--- src/sv/rmaf_pkg.sv ---
// ----------------------------------------------------------------------------
// rmaf_pkg
// Shared constants and types of the robust moving-average filter.
// ----------------------------------------------------------------------------
package rmaf_pkg;

  // Configuration register file
  localparam int          APB_ADDR_W  = 3;
  localparam int          APB_DATA_W  = 32;
  localparam int          REG_IDX_LSB = 2;
  localparam logic        REG_TRUST_GAIN = 1'b0;

  // Trust gain register
  localparam int          TRUST_W     = 4;
  localparam logic [3:0]  TRUST_RESET = 4'd6;

  // Status of the shared divider
  typedef struct packed {
    logic busy;
    logic done;
  } rmaf_div_status_t;

endpackage

--- src/sv/rmaf_if.sv ---
// ----------------------------------------------------------------------------
// rmaf_if
// Valid/ready channels of the robust moving-average filter.
// ----------------------------------------------------------------------------
interface rmaf_in_if #(
  parameter int SAMPLE_WIDTH = 32
);
  logic                    valid;
  logic                    ready;
  logic [SAMPLE_WIDTH-1:0] sample;

  modport source (output valid, output sample, input ready);
  modport sink   (input valid, input sample, output ready);
endinterface

interface rmaf_out_if #(
  parameter int SAMPLE_WIDTH = 32
);
  logic                    valid;
  logic                    ready;
  logic [SAMPLE_WIDTH-1:0] smoothed;
  logic                    rejected;

  modport source (output valid, output smoothed, output rejected, input ready);
  modport sink   (input valid, input smoothed, input rejected, output ready);
endinterface

--- src/sv/robust_moving_average_filter.sv ---
// ----------------------------------------------------------------------------
// robust_moving_average_filter
// Moving average of signed Q16.16 samples with median-residual outlier
// rejection, built around a small sequencer and one shared divider.
// ----------------------------------------------------------------------------
// Each item carries one signed sample. The filter keeps the last WINDOW-1
// samples with their absolute residuals and keep flags. A new item is averaged
// with the kept history (division truncates toward zero), its residual
// |sample - mean| is compared against the trust gain times the median residual
// of the window, and the item is rejected when the residual is strictly
// larger. The result is the mean of the kept samples (zero when none are
// kept) plus the rejected flag, and the window then advances by one slot.
// The trust gain register sits at APB byte address 0, resets to 6 and must
// only be written while the filter is idle. The filter handles one item at a
// time and takes no new item until the previous one has passed its finishing
// step. A rejected item occupies it longer than a kept one, since it needs a
// second pass of the bit-serial divider for its mean. The median sweep runs one
// compare per cycle, testing each residual against every other one. A finished
// result waits in an output register, so a new item is taken while the
// previous result is still unclaimed; the filter only holds in its last
// state if a second result finishes before the first one is taken.
// ----------------------------------------------------------------------------
module robust_moving_average_filter
  import rmaf_pkg::*;
#(
  parameter int WINDOW       = 3,
  parameter int SAMPLE_WIDTH = 32
) (
  input  logic                  clk_i,
  input  logic                  rst_ni,
  rmaf_in_if.sink               in_i,
  rmaf_out_if.source            out_o,
  input  logic                  psel,
  input  logic                  penable,
  input  logic                  pwrite,
  input  logic [APB_ADDR_W-1:0] paddr,
  input  logic [APB_DATA_W-1:0] pwdata,
  output logic [APB_DATA_W-1:0] prdata,
  output logic                  pready
);

  localparam int SW      = SAMPLE_WIDTH;
  localparam int HIST    = WINDOW - 1;
  localparam int CNT_W   = $clog2(WINDOW + 1);
  localparam int SUM_W   = SW + CNT_W;
  localparam int RES_W   = SW + 1;
  localparam int PROD_W  = RES_W + TRUST_W;
  localparam int HIDX_W  = $clog2(HIST);
  localparam int MIDX_W  = $clog2(WINDOW);
  localparam int RANK_LO = (WINDOW - 1) / 2;
  localparam int RANK_HI = WINDOW / 2;

  typedef enum logic [3:0] {
    S_IDLE,
    S_SUM,
    S_DIV1,
    S_WAIT1,
    S_RES,
    S_MED_LOAD,
    S_MED_CMP,
    S_MED_NEXT,
    S_MUL,
    S_CMP,
    S_DIV2,
    S_WAIT2,
    S_OUT
  } state_e;

  state_e              state_q;

  // Configuration
  logic [TRUST_W-1:0]  tf_q;
  logic                reg_sel;

  // Window history (oldest in slot 0)
  logic [SW-1:0]       hist_smp_q [HIST];
  logic [RES_W-1:0]    hist_res_q [HIST];
  logic [HIST-1:0]     hist_wgt_q;

  // Item working registers
  logic [SW-1:0]       smp_q;
  logic [SUM_W-1:0]    hsum_q;
  logic [CNT_W-1:0]    hcnt_q;
  logic [HIDX_W-1:0]   sum_idx_q;
  logic [SW-1:0]       mean_q;
  logic [RES_W-1:0]    res_q;
  logic [RES_W-1:0]    work_q [WINDOW];
  logic [RES_W-1:0]    work_rot [WINDOW];
  logic [RES_W-1:0]    cand_q;
  logic [CNT_W-1:0]    less_q;
  logic [CNT_W-1:0]    leq_q;
  logic [MIDX_W-1:0]   med_i_q;
  logic [MIDX_W-1:0]   med_j_q;
  logic [RES_W-1:0]    lo_q;
  logic [RES_W-1:0]    hi_q;
  logic [PROD_W-1:0]   prod_q;
  logic                rej_q;

  // Output register
  logic                out_valid_q;
  logic [SW-1:0]       out_smp_q;
  logic                out_rej_q;

  // Datapath
  logic [SUM_W-1:0]    acc_add;
  logic [SUM_W-1:0]    smp_ext;
  logic                div_start;
  logic [SUM_W-1:0]    div_num;
  logic [CNT_W-1:0]    div_den;
  logic [SW-1:0]       div_quo;
  rmaf_div_status_t    div_status;
  logic [RES_W-1:0]    diff;
  logic [RES_W-1:0]    res_abs;
  logic [RES_W:0]      med_sum;
  logic [RES_W-1:0]    med;
  logic [PROD_W-1:0]   prod_d;
  logic                rej_d;
  logic                out_free;
  logic                cmp_lt;
  logic                cmp_le;
  logic                lo_hit;
  logic                hi_hit;

  // --------------------------------------------------------------------------
  // Configuration port: single trust gain register, zero wait states
  // --------------------------------------------------------------------------
  assign reg_sel = (paddr[APB_ADDR_W-1:REG_IDX_LSB] == REG_TRUST_GAIN);
  assign pready  = 1'b1;
  assign prdata  = reg_sel ? APB_DATA_W'(tf_q) : '0;

  always_ff @(posedge clk_i or negedge rst_ni) begin
    if (!rst_ni) begin
      tf_q <= TRUST_RESET;
    end else if (psel && penable && pwrite && pready && reg_sel) begin
      tf_q <= pwdata[TRUST_W-1:0];
    end
  end

  // --------------------------------------------------------------------------
  // Handshake
  // --------------------------------------------------------------------------
  assign in_i.ready     = (state_q == S_IDLE);
  assign out_o.valid    = out_valid_q;
  assign out_o.smoothed = out_smp_q;
  assign out_o.rejected = out_rej_q;
  assign out_free       = !out_valid_q || out_o.ready;

  // --------------------------------------------------------------------------
  // Arithmetic shared across the sequence
  // --------------------------------------------------------------------------
  assign acc_add = {{CNT_W{hist_smp_q[sum_idx_q][SW-1]}}, hist_smp_q[sum_idx_q]};
  assign smp_ext = {{CNT_W{smp_q[SW-1]}}, smp_q};

  // First mean includes the new sample; the second only runs after a
  // rejection and covers the kept history alone (divisor forced to one if
  // nothing is kept, which leaves a zero sum as zero).
  assign div_start = (state_q == S_DIV1) || (state_q == S_DIV2);
  assign div_num   = (state_q == S_DIV1) ? (hsum_q + smp_ext) : hsum_q;
  assign div_den   = (state_q == S_DIV1) ? (hcnt_q + CNT_W'(1)) :
                     ((hcnt_q == '0) ? CNT_W'(1) : hcnt_q);

  assign diff    = {smp_q[SW-1], smp_q} - {mean_q[SW-1], mean_q};
  assign res_abs = diff[RES_W-1] ? (~diff + RES_W'(1)) : diff;

  // Even windows average the two middle ranks; odd ones see lo == hi
  assign med_sum = {1'b0, lo_q} + {1'b0, hi_q};
  assign med     = med_sum[RES_W:1];
  assign prod_d  = PROD_W'(tf_q) * PROD_W'(med);
  assign rej_d   = ({{TRUST_W{1'b0}}, res_q} > prod_q);

  // Rank search: a candidate holds rank r when less <= r < less_or_equal
  assign cmp_lt = (work_q[0] < cand_q);
  assign cmp_le = (work_q[0] <= cand_q);
  assign lo_hit = (less_q <= CNT_W'(RANK_LO)) && (CNT_W'(RANK_LO) < leq_q);
  assign hi_hit = (less_q <= CNT_W'(RANK_HI)) && (CNT_W'(RANK_HI) < leq_q);

  always_comb begin
    for (int k = 0; k < WINDOW - 1; k++) begin
      work_rot[k] = work_q[k+1];
    end
    work_rot[WINDOW-1] = work_q[0];
  end

  rmaf_div #(
    .NUM_W (SUM_W),
    .DEN_W (CNT_W),
    .QUO_W (SW)
  ) u_div (
    .clk_i    (clk_i),
    .rst_ni   (rst_ni),
    .start_i  (div_start),
    .num_i    (div_num),
    .den_i    (div_den),
    .quo_o    (div_quo),
    .status_o (div_status)
  );

  // --------------------------------------------------------------------------
  // Sequencer
  // --------------------------------------------------------------------------
  always_ff @(posedge clk_i or negedge rst_ni) begin
    if (!rst_ni) begin
      state_q     <= S_IDLE;
      hist_wgt_q  <= '1;
      for (int k = 0; k < HIST; k++) begin
        hist_smp_q[k] <= '0;
        hist_res_q[k] <= '0;
      end
      for (int k = 0; k < WINDOW; k++) begin
        work_q[k] <= '0;
      end
      smp_q       <= '0;
      hsum_q      <= '0;
      hcnt_q      <= '0;
      sum_idx_q   <= '0;
      mean_q      <= '0;
      res_q       <= '0;
      cand_q      <= '0;
      less_q      <= '0;
      leq_q       <= '0;
      med_i_q     <= '0;
      med_j_q     <= '0;
      lo_q        <= '0;
      hi_q        <= '0;
      prod_q      <= '0;
      rej_q       <= 1'b0;
      out_valid_q <= 1'b0;
      out_smp_q   <= '0;
      out_rej_q   <= 1'b0;
    end else begin
      // Drop the result once taken; the finishing step sets its own
      if (out_o.ready && (state_q != S_OUT)) begin
        out_valid_q <= 1'b0;
      end

      unique case (state_q)
        S_IDLE: begin
          if (in_i.valid) begin
            smp_q     <= in_i.sample;
            hsum_q    <= '0;
            hcnt_q    <= '0;
            sum_idx_q <= '0;
            state_q   <= S_SUM;
          end
        end

        // Accumulate the kept history, one slot per cycle
        S_SUM: begin
          if (hist_wgt_q[sum_idx_q]) begin
            hsum_q <= hsum_q + acc_add;
            hcnt_q <= hcnt_q + CNT_W'(1);
          end
          if (sum_idx_q == HIDX_W'(HIST - 1)) begin
            state_q <= S_DIV1;
          end else begin
            sum_idx_q <= sum_idx_q + HIDX_W'(1);
          end
        end

        S_DIV1: begin
          state_q <= S_WAIT1;
        end

        S_WAIT1: begin
          if (div_status.done) begin
            mean_q  <= div_quo;
            state_q <= S_RES;
          end
        end

        // Store the residual and load the residual ring for the median
        S_RES: begin
          res_q <= res_abs;
          for (int k = 0; k < HIST; k++) begin
            work_q[k] <= hist_res_q[k];
          end
          work_q[HIST] <= res_abs;
          med_i_q      <= '0;
          state_q      <= S_MED_LOAD;
        end

        // Take the candidate at the head of the ring and count itself
        S_MED_LOAD: begin
          cand_q  <= work_q[0];
          work_q  <= work_rot;
          less_q  <= '0;
          leq_q   <= CNT_W'(1);
          med_j_q <= '0;
          state_q <= S_MED_CMP;
        end

        // Compare the candidate against every other residual
        S_MED_CMP: begin
          if (cmp_lt) begin
            less_q <= less_q + CNT_W'(1);
          end
          if (cmp_le) begin
            leq_q <= leq_q + CNT_W'(1);
          end
          work_q <= work_rot;
          if (med_j_q == MIDX_W'(WINDOW - 2)) begin
            state_q <= S_MED_NEXT;
          end else begin
            med_j_q <= med_j_q + MIDX_W'(1);
          end
        end

        // Latch the middle ranks and advance the ring to the next candidate
        S_MED_NEXT: begin
          if (lo_hit) begin
            lo_q <= cand_q;
          end
          if (hi_hit) begin
            hi_q <= cand_q;
          end
          work_q <= work_rot;
          if (med_i_q == MIDX_W'(WINDOW - 1)) begin
            state_q <= S_MUL;
          end else begin
            med_i_q <= med_i_q + MIDX_W'(1);
            state_q <= S_MED_LOAD;
          end
        end

        S_MUL: begin
          prod_q  <= prod_d;
          state_q <= S_CMP;
        end

        // A kept sample leaves the first mean unchanged
        S_CMP: begin
          rej_q   <= rej_d;
          state_q <= rej_d ? S_DIV2 : S_OUT;
        end

        S_DIV2: begin
          state_q <= S_WAIT2;
        end

        S_WAIT2: begin
          if (div_status.done) begin
            mean_q  <= div_quo;
            state_q <= S_OUT;
          end
        end

        // Publish the result and advance the window
        S_OUT: begin
          if (out_free) begin
            out_valid_q <= 1'b1;
            out_smp_q   <= mean_q;
            out_rej_q   <= rej_q;
            for (int k = 0; k < HIST - 1; k++) begin
              hist_smp_q[k] <= hist_smp_q[k+1];
              hist_res_q[k] <= hist_res_q[k+1];
              hist_wgt_q[k] <= hist_wgt_q[k+1];
            end
            hist_smp_q[HIST-1] <= smp_q;
            hist_res_q[HIST-1] <= res_q;
            hist_wgt_q[HIST-1] <= !rej_q;
            state_q            <= S_IDLE;
          end
        end

        default: begin
          state_q <= S_IDLE;
        end
      endcase
    end
  end

  // --------------------------------------------------------------------------
  // Assertions
  // --------------------------------------------------------------------------
  a_busy_after_accept: assert property (
    @(posedge clk_i) disable iff (!rst_ni)
    (in_i.valid && in_i.ready) |=> !in_i.ready
  ) else $error("filter ready again right after taking an item");

  a_result_from_finish: assert property (
    @(posedge clk_i) disable iff (!rst_ni)
    $rose(out_valid_q) |-> $past(state_q == S_OUT)
  ) else $error("result raised outside the finishing step");

  a_rank_counts: assert property (
    @(posedge clk_i) disable iff (!rst_ni)
    (state_q == S_MED_NEXT) |-> (leq_q > less_q)
  ) else $error("median rank counts inconsistent");

  a_reject_nonzero: assert property (
    @(posedge clk_i) disable iff (!rst_ni)
    ((state_q == S_OUT) && rej_q) |-> (res_q != '0)
  ) else $error("rejection with a zero residual");

  a_div_start_idle: assert property (
    @(posedge clk_i) disable iff (!rst_ni)
    div_start |-> !div_status.busy
  ) else $error("divider started while busy");

endmodule

--- src/sv/rmaf_div.sv ---
// ----------------------------------------------------------------------------
// rmaf_div
// Bit-serial restoring divider: signed dividend by a small unsigned divisor,
// quotient truncated toward zero, one quotient bit per cycle.
// ----------------------------------------------------------------------------
module rmaf_div
  import rmaf_pkg::*;
#(
  parameter int NUM_W = 34,
  parameter int DEN_W = 2,
  parameter int QUO_W = 32
) (
  input  logic             clk_i,
  input  logic             rst_ni,
  input  logic             start_i,
  input  logic [NUM_W-1:0] num_i,
  input  logic [DEN_W-1:0] den_i,
  output logic [QUO_W-1:0] quo_o,
  output rmaf_div_status_t status_o
);

  localparam int STEP_W = $clog2(NUM_W + 1);

  logic              busy_q;
  logic              done_q;
  logic [STEP_W-1:0] step_q;
  logic              neg_q;
  logic [NUM_W-1:0]  mag_q;
  logic [DEN_W-1:0]  rem_q;
  logic [DEN_W-1:0]  den_q;

  logic [DEN_W:0]    trial;
  logic [DEN_W:0]    diff;
  logic              fits;
  logic [NUM_W-1:0]  quo_full;

  assign trial    = {rem_q, mag_q[NUM_W-1]};
  assign diff     = trial - {1'b0, den_q};
  assign fits     = !diff[DEN_W];
  assign quo_full = neg_q ? (~mag_q + NUM_W'(1)) : mag_q;
  assign quo_o    = quo_full[QUO_W-1:0];

  assign status_o.busy = busy_q;
  assign status_o.done = done_q;

  always_ff @(posedge clk_i or negedge rst_ni) begin
    if (!rst_ni) begin
      busy_q <= 1'b0;
      done_q <= 1'b0;
      step_q <= '0;
    end else begin
      done_q <= 1'b0;
      if (start_i) begin
        busy_q <= 1'b1;
        step_q <= '0;
      end else if (busy_q) begin
        if (step_q == STEP_W'(NUM_W - 1)) begin
          busy_q <= 1'b0;
          done_q <= 1'b1;
        end
        step_q <= step_q + STEP_W'(1);
      end
    end
  end

  // Shift the magnitude left, bring each quotient bit in at the bottom
  always_ff @(posedge clk_i) begin
    if (start_i) begin
      neg_q <= num_i[NUM_W-1];
      mag_q <= num_i[NUM_W-1] ? (~num_i + NUM_W'(1)) : num_i;
      rem_q <= '0;
      den_q <= den_i;
    end else if (busy_q) begin
      mag_q <= {mag_q[NUM_W-2:0], fits};
      rem_q <= fits ? diff[DEN_W-1:0] : trial[DEN_W-1:0];
    end
  end

endmodule

--- src/flat_wrapper.sv ---
// flat-port wrapper written by rule: the top's interface ports become plain ports
module robust_moving_average_filter_flat import rmaf_pkg::*;
#(
  parameter int WINDOW       = 3,
  parameter int SAMPLE_WIDTH = 32
)
  (clk_i, rst_ni, psel, penable, pwrite, paddr, pwdata, prdata, pready, in_i_valid, in_i_sample, in_i_ready, out_o_valid, out_o_smoothed, out_o_rejected, out_o_ready);
  rmaf_in_if #(.SAMPLE_WIDTH(SAMPLE_WIDTH)) in_i_i ();
  rmaf_out_if #(.SAMPLE_WIDTH(SAMPLE_WIDTH)) out_o_i ();
  input  logic clk_i;
  input  logic rst_ni;
  input  logic psel;
  input  logic penable;
  input  logic pwrite;
  input  logic [APB_ADDR_W-1:0] paddr;
  input  logic [APB_DATA_W-1:0] pwdata;
  output logic [APB_DATA_W-1:0] prdata;
  output logic pready;
  input wire logic [$bits(in_i_i.valid)-1:0] in_i_valid;
  input wire logic [$bits(in_i_i.sample)-1:0] in_i_sample;
  output wire logic [$bits(in_i_i.ready)-1:0] in_i_ready;
  output wire logic [$bits(out_o_i.valid)-1:0] out_o_valid;
  output wire logic [$bits(out_o_i.smoothed)-1:0] out_o_smoothed;
  output wire logic [$bits(out_o_i.rejected)-1:0] out_o_rejected;
  input wire logic [$bits(out_o_i.ready)-1:0] out_o_ready;
  assign in_i_i.valid = in_i_valid;
  assign in_i_i.sample = in_i_sample;
  assign in_i_ready = in_i_i.ready;
  assign out_o_valid = out_o_i.valid;
  assign out_o_smoothed = out_o_i.smoothed;
  assign out_o_rejected = out_o_i.rejected;
  assign out_o_i.ready = out_o_ready;
  robust_moving_average_filter #(.WINDOW(WINDOW), .SAMPLE_WIDTH(SAMPLE_WIDTH)) u_core (.clk_i(clk_i), .rst_ni(rst_ni), .in_i(in_i_i), .out_o(out_o_i), .psel(psel), .penable(penable), .pwrite(pwrite), .paddr(paddr), .pwdata(pwdata), .prdata(prdata), .pready(pready));
endmodule
--- config.mk ---
export PLATFORM = sky130hd
export DESIGN_NAME = robust_moving_average_filter_flat
export DESIGN_NICKNAME = d
export VERILOG_FILES = /design/src/sv/rmaf_pkg.sv /design/src/sv/rmaf_if.sv /design/src/sv/robust_moving_average_filter.sv /design/src/sv/rmaf_div.sv /design/src/flat_wrapper.sv
export SDC_FILE = /design/constraint.sdc
export NUM_CORES = 2
export LEC_CHECK = 0
export CAP_MARGIN = 20
export CORE_MARGIN = 2
export CORE_UTILIZATION = 45
export DETAILED_ROUTE_END_ITERATION = 7
export DONT_BUFFER_PORTS = 1
export HOLD_SLACK_MARGIN = 0.08
export PLACE_DENSITY = 0.61
export SLEW_MARGIN = 10
export SYNTH_ARGS = -nofsm -noshare
export SYNTH_HDL_FRONTEND = slang
export SYNTH_SLANG_ARGS = --single-unit
--- constraint.sdc ---
create_clock -name clk_i -period 6.3 [get_ports clk_i]
set_input_delay 1.26 -clock clk_i [delete_from_list [all_inputs] [get_ports clk_i]]
set_output_delay 1.26 -clock clk_i [all_outputs]
set_load 0.1 [all_outputs]
==> reports/results.md <==
- number of DRC markers in iteration 0: 1717
- total core area: 80200 um^2
- final count of hold timing violations: 0
- Max Transition Viols Final: 77
- remaining design rule violation count: 0
- largest net degree at the start of global routing: 528
- failing checks: slew limit
- number of buffers on the longest clock path: 3
- part of the Yosys area used for sequential elements: 0.395
- height of the die: 288 um
- multiplexer area fraction after synthesis: 0.0300
- Critical Path RT: 6.75 ns
- Post-Place Worst Slack: 0.717 ns
- Critical Path Sink Type: flip-flop
- flip-flop and latch area: 14300 um^2
- fill cell instance count of the final layout: 7753
- dominant synthesized flop cell: dfrtp_1
- design internal power: 11.7 mW
- clock sink count: 566
- remaining global-route overflow: 0
- number of maximum-capacitance violations: 0
- standard-cell rows: 104
- final routed wire length divided by cell count: 16.9 um
- switching component of the power: 9.58 mW
- number of global-route vias before repair: 27300
- cells after synthesis: 4245
- CTS H-tree depth: 3
- actual transition at the worst max-transition pin: 1.61 ns
- number of primary I/O pins: 142
- drt first pass iters: 5
- CTS Hold Bufs: 0
- top fanout value on the critical path: 35
- effective utilization at floorplan: 0.453
- synthesis-to-layout area growth: 8.35%
- worst clock skew on the final layout: 0.0221 ns
- global-route wire length before repair: 145000 um
- share of total power consumed by net switching: 0.451
- area enclosed by the die boundary: 82900 um^2
- fraction of final layout cells with drive strength greater than 1: 0.0635
- post-synth cell types: 87
- Static Leakage: 18.6 nW
- width of the die: 288 um
- aggregate negative setup slack: 0 ns
- routed wire length: 88700 um
- worst reg2reg path depth: 17
- Post-synth EDFFs: 37
- global-route usage over all layers: 0.216
- worst setup path endpoint: u_core.prod_q[36]$_DFFE_PN0P_
- Register-to-Register Setup Slack: 0.77 ns
- share of the synthesized netlist area taken by xor and xnor gates: 0.0425
- clock buffers created by TritonCTS: 69
- RSZ-0062 raised after global routing: no
- total number of vias: 28300
- flops & latches, synth: 566
- worst hold slack: 0.373 ns
- classification of the worst setup path: flip-flop to flip-flop
- launch point of the worst reg-to-reg path: u_core.tf_q[1]$_DFFE_PN1P_
- detailed placer's ending HPWL: 62800 um
- number of buffers inserted by port buffering: 0
- arrival time reported for the critical path endpoint: 5.98 ns
- final net count: 4496
- IR Drop Worst-Case VDD: 0.000272 V
- result of the run: complete, but fails checks
- detailed-route vias per instance: 5.40
- areal power density over the cells: 540 nW/um^2
- initial antenna violation count: 1
- root buf cell: clkbuf_16
- final worst-path setup slack: 0.773 ns
- combinational family with the most area after synthesis: simple AND/OR/NAND/NOR gates
- Final setup viols: 0
- area of the mapped netlist: 36300 um^2
- clock tree from TritonCTS: yes
- antenna-violating nets left: 0
- simple-gate share of the synthesized area: 0.198
- part of the total power dissipated in sequential elements: 0.314
- path category of the worst min-delay check: input pin to async pin
- area of the multi-input gates: 20200 um^2
- Async S/R FF share, synth: 0.931
- relative slew slack: -0.0723
- routability-driven placement congestion ratio: 0.886
- CTS clk-pin slew, worst paths: 0.06 ns
- post-CTS setup repair buffer count: 0
- Adder-Cell Fraction of Synth Area: 0.111
- total chip power: 21.2 mW
- period utilisation layout: 0.877
- synthesized-area fraction occupied by ao, oa, aoi and oai cells: 0.170
- clock latency at the later pin of the worst-skew pair: 0.61 ns
- fin util: 0.491
- endpoint of the worst-slack reg-to-reg timing path: u_core.prod_q[36]$_DFFE_PN0P_
- power share of the clock group: 0.186
- per-instance average area after synthesis: 8.55 um^2
- number of gates resized after CTS: 0
- Worst setup startpoint: u_core.tf_q[1]$_DFFE_PN1P_
- count of synthesis-stage warnings from yosys: 0
- shortest clock period the worst path allows after layout: 5.53 ns
- highest attainable clock frequency: 181 MHz
- kind of launch point of the worst setup path: flip-flop
- Gate power share: 0.499
sequential cells by signal (all words and copies together), names as in the netlist, 33 cells and up:
register            count
u_core.work_q          99
u_core.hist_smp_q      64
u_core.prod_q          37
u_core.hsum_q          34
u_core.res_q           33
u_core.lo_q            33
u_core.cand_q          33
u_core.hist_res_q      66
u_core.u_div.mag_q     34
layout by cell type (no fill, tap or decap), types with 15 or more instances in the layout:
cell type and instances:
a211oi_1 23, a21o_1 104, a21oi_1 198, a31oi_1 99, and2_1 107, and3_1 24
buf_4 28, clkbuf_16 73, conb_1 29, dfrtp_1 522, edfxtp_1 37, fa_1 66
ha_1 216, inv_1 251, mux2_2 86, nand2_1 978, nand2b_1 19, nand3_1 47
nand4_1 36, nor2_1 224, nor2b_1 28, nor3_1 37, o211ai_1 15, o21a_1 29
o21ai_0 371, o21ai_1 17, o21bai_1 15, o31ai_1 36, or3_1 25, or4_1 16
xnor2_1 82, xor2_1 94
metrics by stage:
step                cell area [um^2]  cells
global placement               37100   5128
floorplan                      36400   4272
finish                         39300   5247
global route                   39300   5246
CTS                            39300   5245
detailed placement             37100   5128
synthesized netlist by cell type, types with 17 or more instances:
cell / number / area, um^2
a211oi_1: 23 / 173
or3_1: 27 / 169
nand2b_1: 20 / 125
mux2_2: 86 / 968
o21ai_0: 371 / 1860
dfrtp_1: 523 / 13100
fa_1: 66 / 1320
inv_1: 251 / 942
a31oi_1: 99 / 619
ha_1: 216 / 2700
and2_1: 107 / 669
nor2_1: 226 / 848
nor2b_1: 33 / 206
a21o_1: 104 / 781
o21ai_1: 17 / 85.1
and3_1: 24 / 150
nand2_1: 980 / 3680
buf_4: 29 / 218
o31ai_1: 37 / 278
o21a_1: 29 / 218
nor3_1: 39 / 195
clkbuf_1: 189 / 709
xor2_1: 94 / 823
nand3_1: 47 / 235
a21oi_1: 199 / 996
edfxtp_1: 37 / 1110
nand4_1: 36 / 225
xnor2_1: 82 / 718
critical path: stages (launching register included):
cell,delay (ns)
dfstp_2,0.91
nand2_1,0.13
fa_1,0.43
fa_1,0.53
inv_1,0.04
ha_1,0.32
nor2b_1,0.14
o21a_1,0.17
o21ai_0,0.33
a211oi_1,0.22
o21ai_0,0.42
a31oi_1,0.26
a41o_1,0.33
o31a_1,0.28
or4_1,0.41
a31oi_1,0.20
xor2_1,0.15
o21ai_0,0.08
worst min path at each step:
stage	startpoint	endpoint	slack, ns	cells after the start
after floorplan	u_core.leq_q[0]$_DFFE_PN0P_	u_core.leq_q[0]$_DFFE_PN0P_	0.44	1
after global placement	u_core.hist_wgt_q[0]$_DFFE_PN1P_	u_core.hist_wgt_q[0]$_DFFE_PN1P_	0.45	2
after detailed placement	u_core.hist_wgt_q[0]$_DFFE_PN1P_	u_core.hist_wgt_q[0]$_DFFE_PN1P_	0.46	2
after CTS	rst_ni	u_core.lo_q[4]$_DFFE_PN0P_	0.37	0
after global routing	rst_ni	u_core.lo_q[4]$_DFFE_PN0P_	0.35	0
final	rst_ni	u_core.lo_q[4]$_DFFE_PN0P_	0.37	0
per-layer routing:
metal  wire length, um  share of wire  global-route usage
met1             41100           0.46               0.291
met2             42100           0.47               0.363
met3              2890          0.033              0.0231
met4              2610          0.029              0.0742
met5                 0              0                   0
power groups by stage:
stage | logic [mW] | clock network, mW | registers [mW]
after floorplan | 8.54 | 0 | 6.08
after global placement | 10.4 | 0 | 6.68
after detailed placement | 10.6 | 0 | 6.71
after CTS | 10.6 | 4.06 | 6.66
after global routing | 12.0 | 4.20 | 6.85
final | 10.6 | 3.96 | 6.67
logic make-up after synthesis:
| group | Yosys count |
|---|---|
| other | 2 |
| multiplexers | 98 |
| buffers and inverters | 485 |
| adder cells (fa/ha/maj) | 282 |
| flip-flops | 566 |
| AO/OA/AOI/OAI | 1013 |
| XOR/XNOR | 176 |
| AND/OR/NAND/NOR | 1623 |
area by class of cell:
cell class	instances	area share
multi-input cells	3221	0.513
clock inverters	23	0.00592
diodes	1	0.0000636
well taps	1060	0.0337
inverters	251	0.0240
flip-flops and latches	566	0.365
clock buffers	94	0.0508
repair buffers	31	0.00726
No activity file was read; power rests on OpenSTA's default activity.
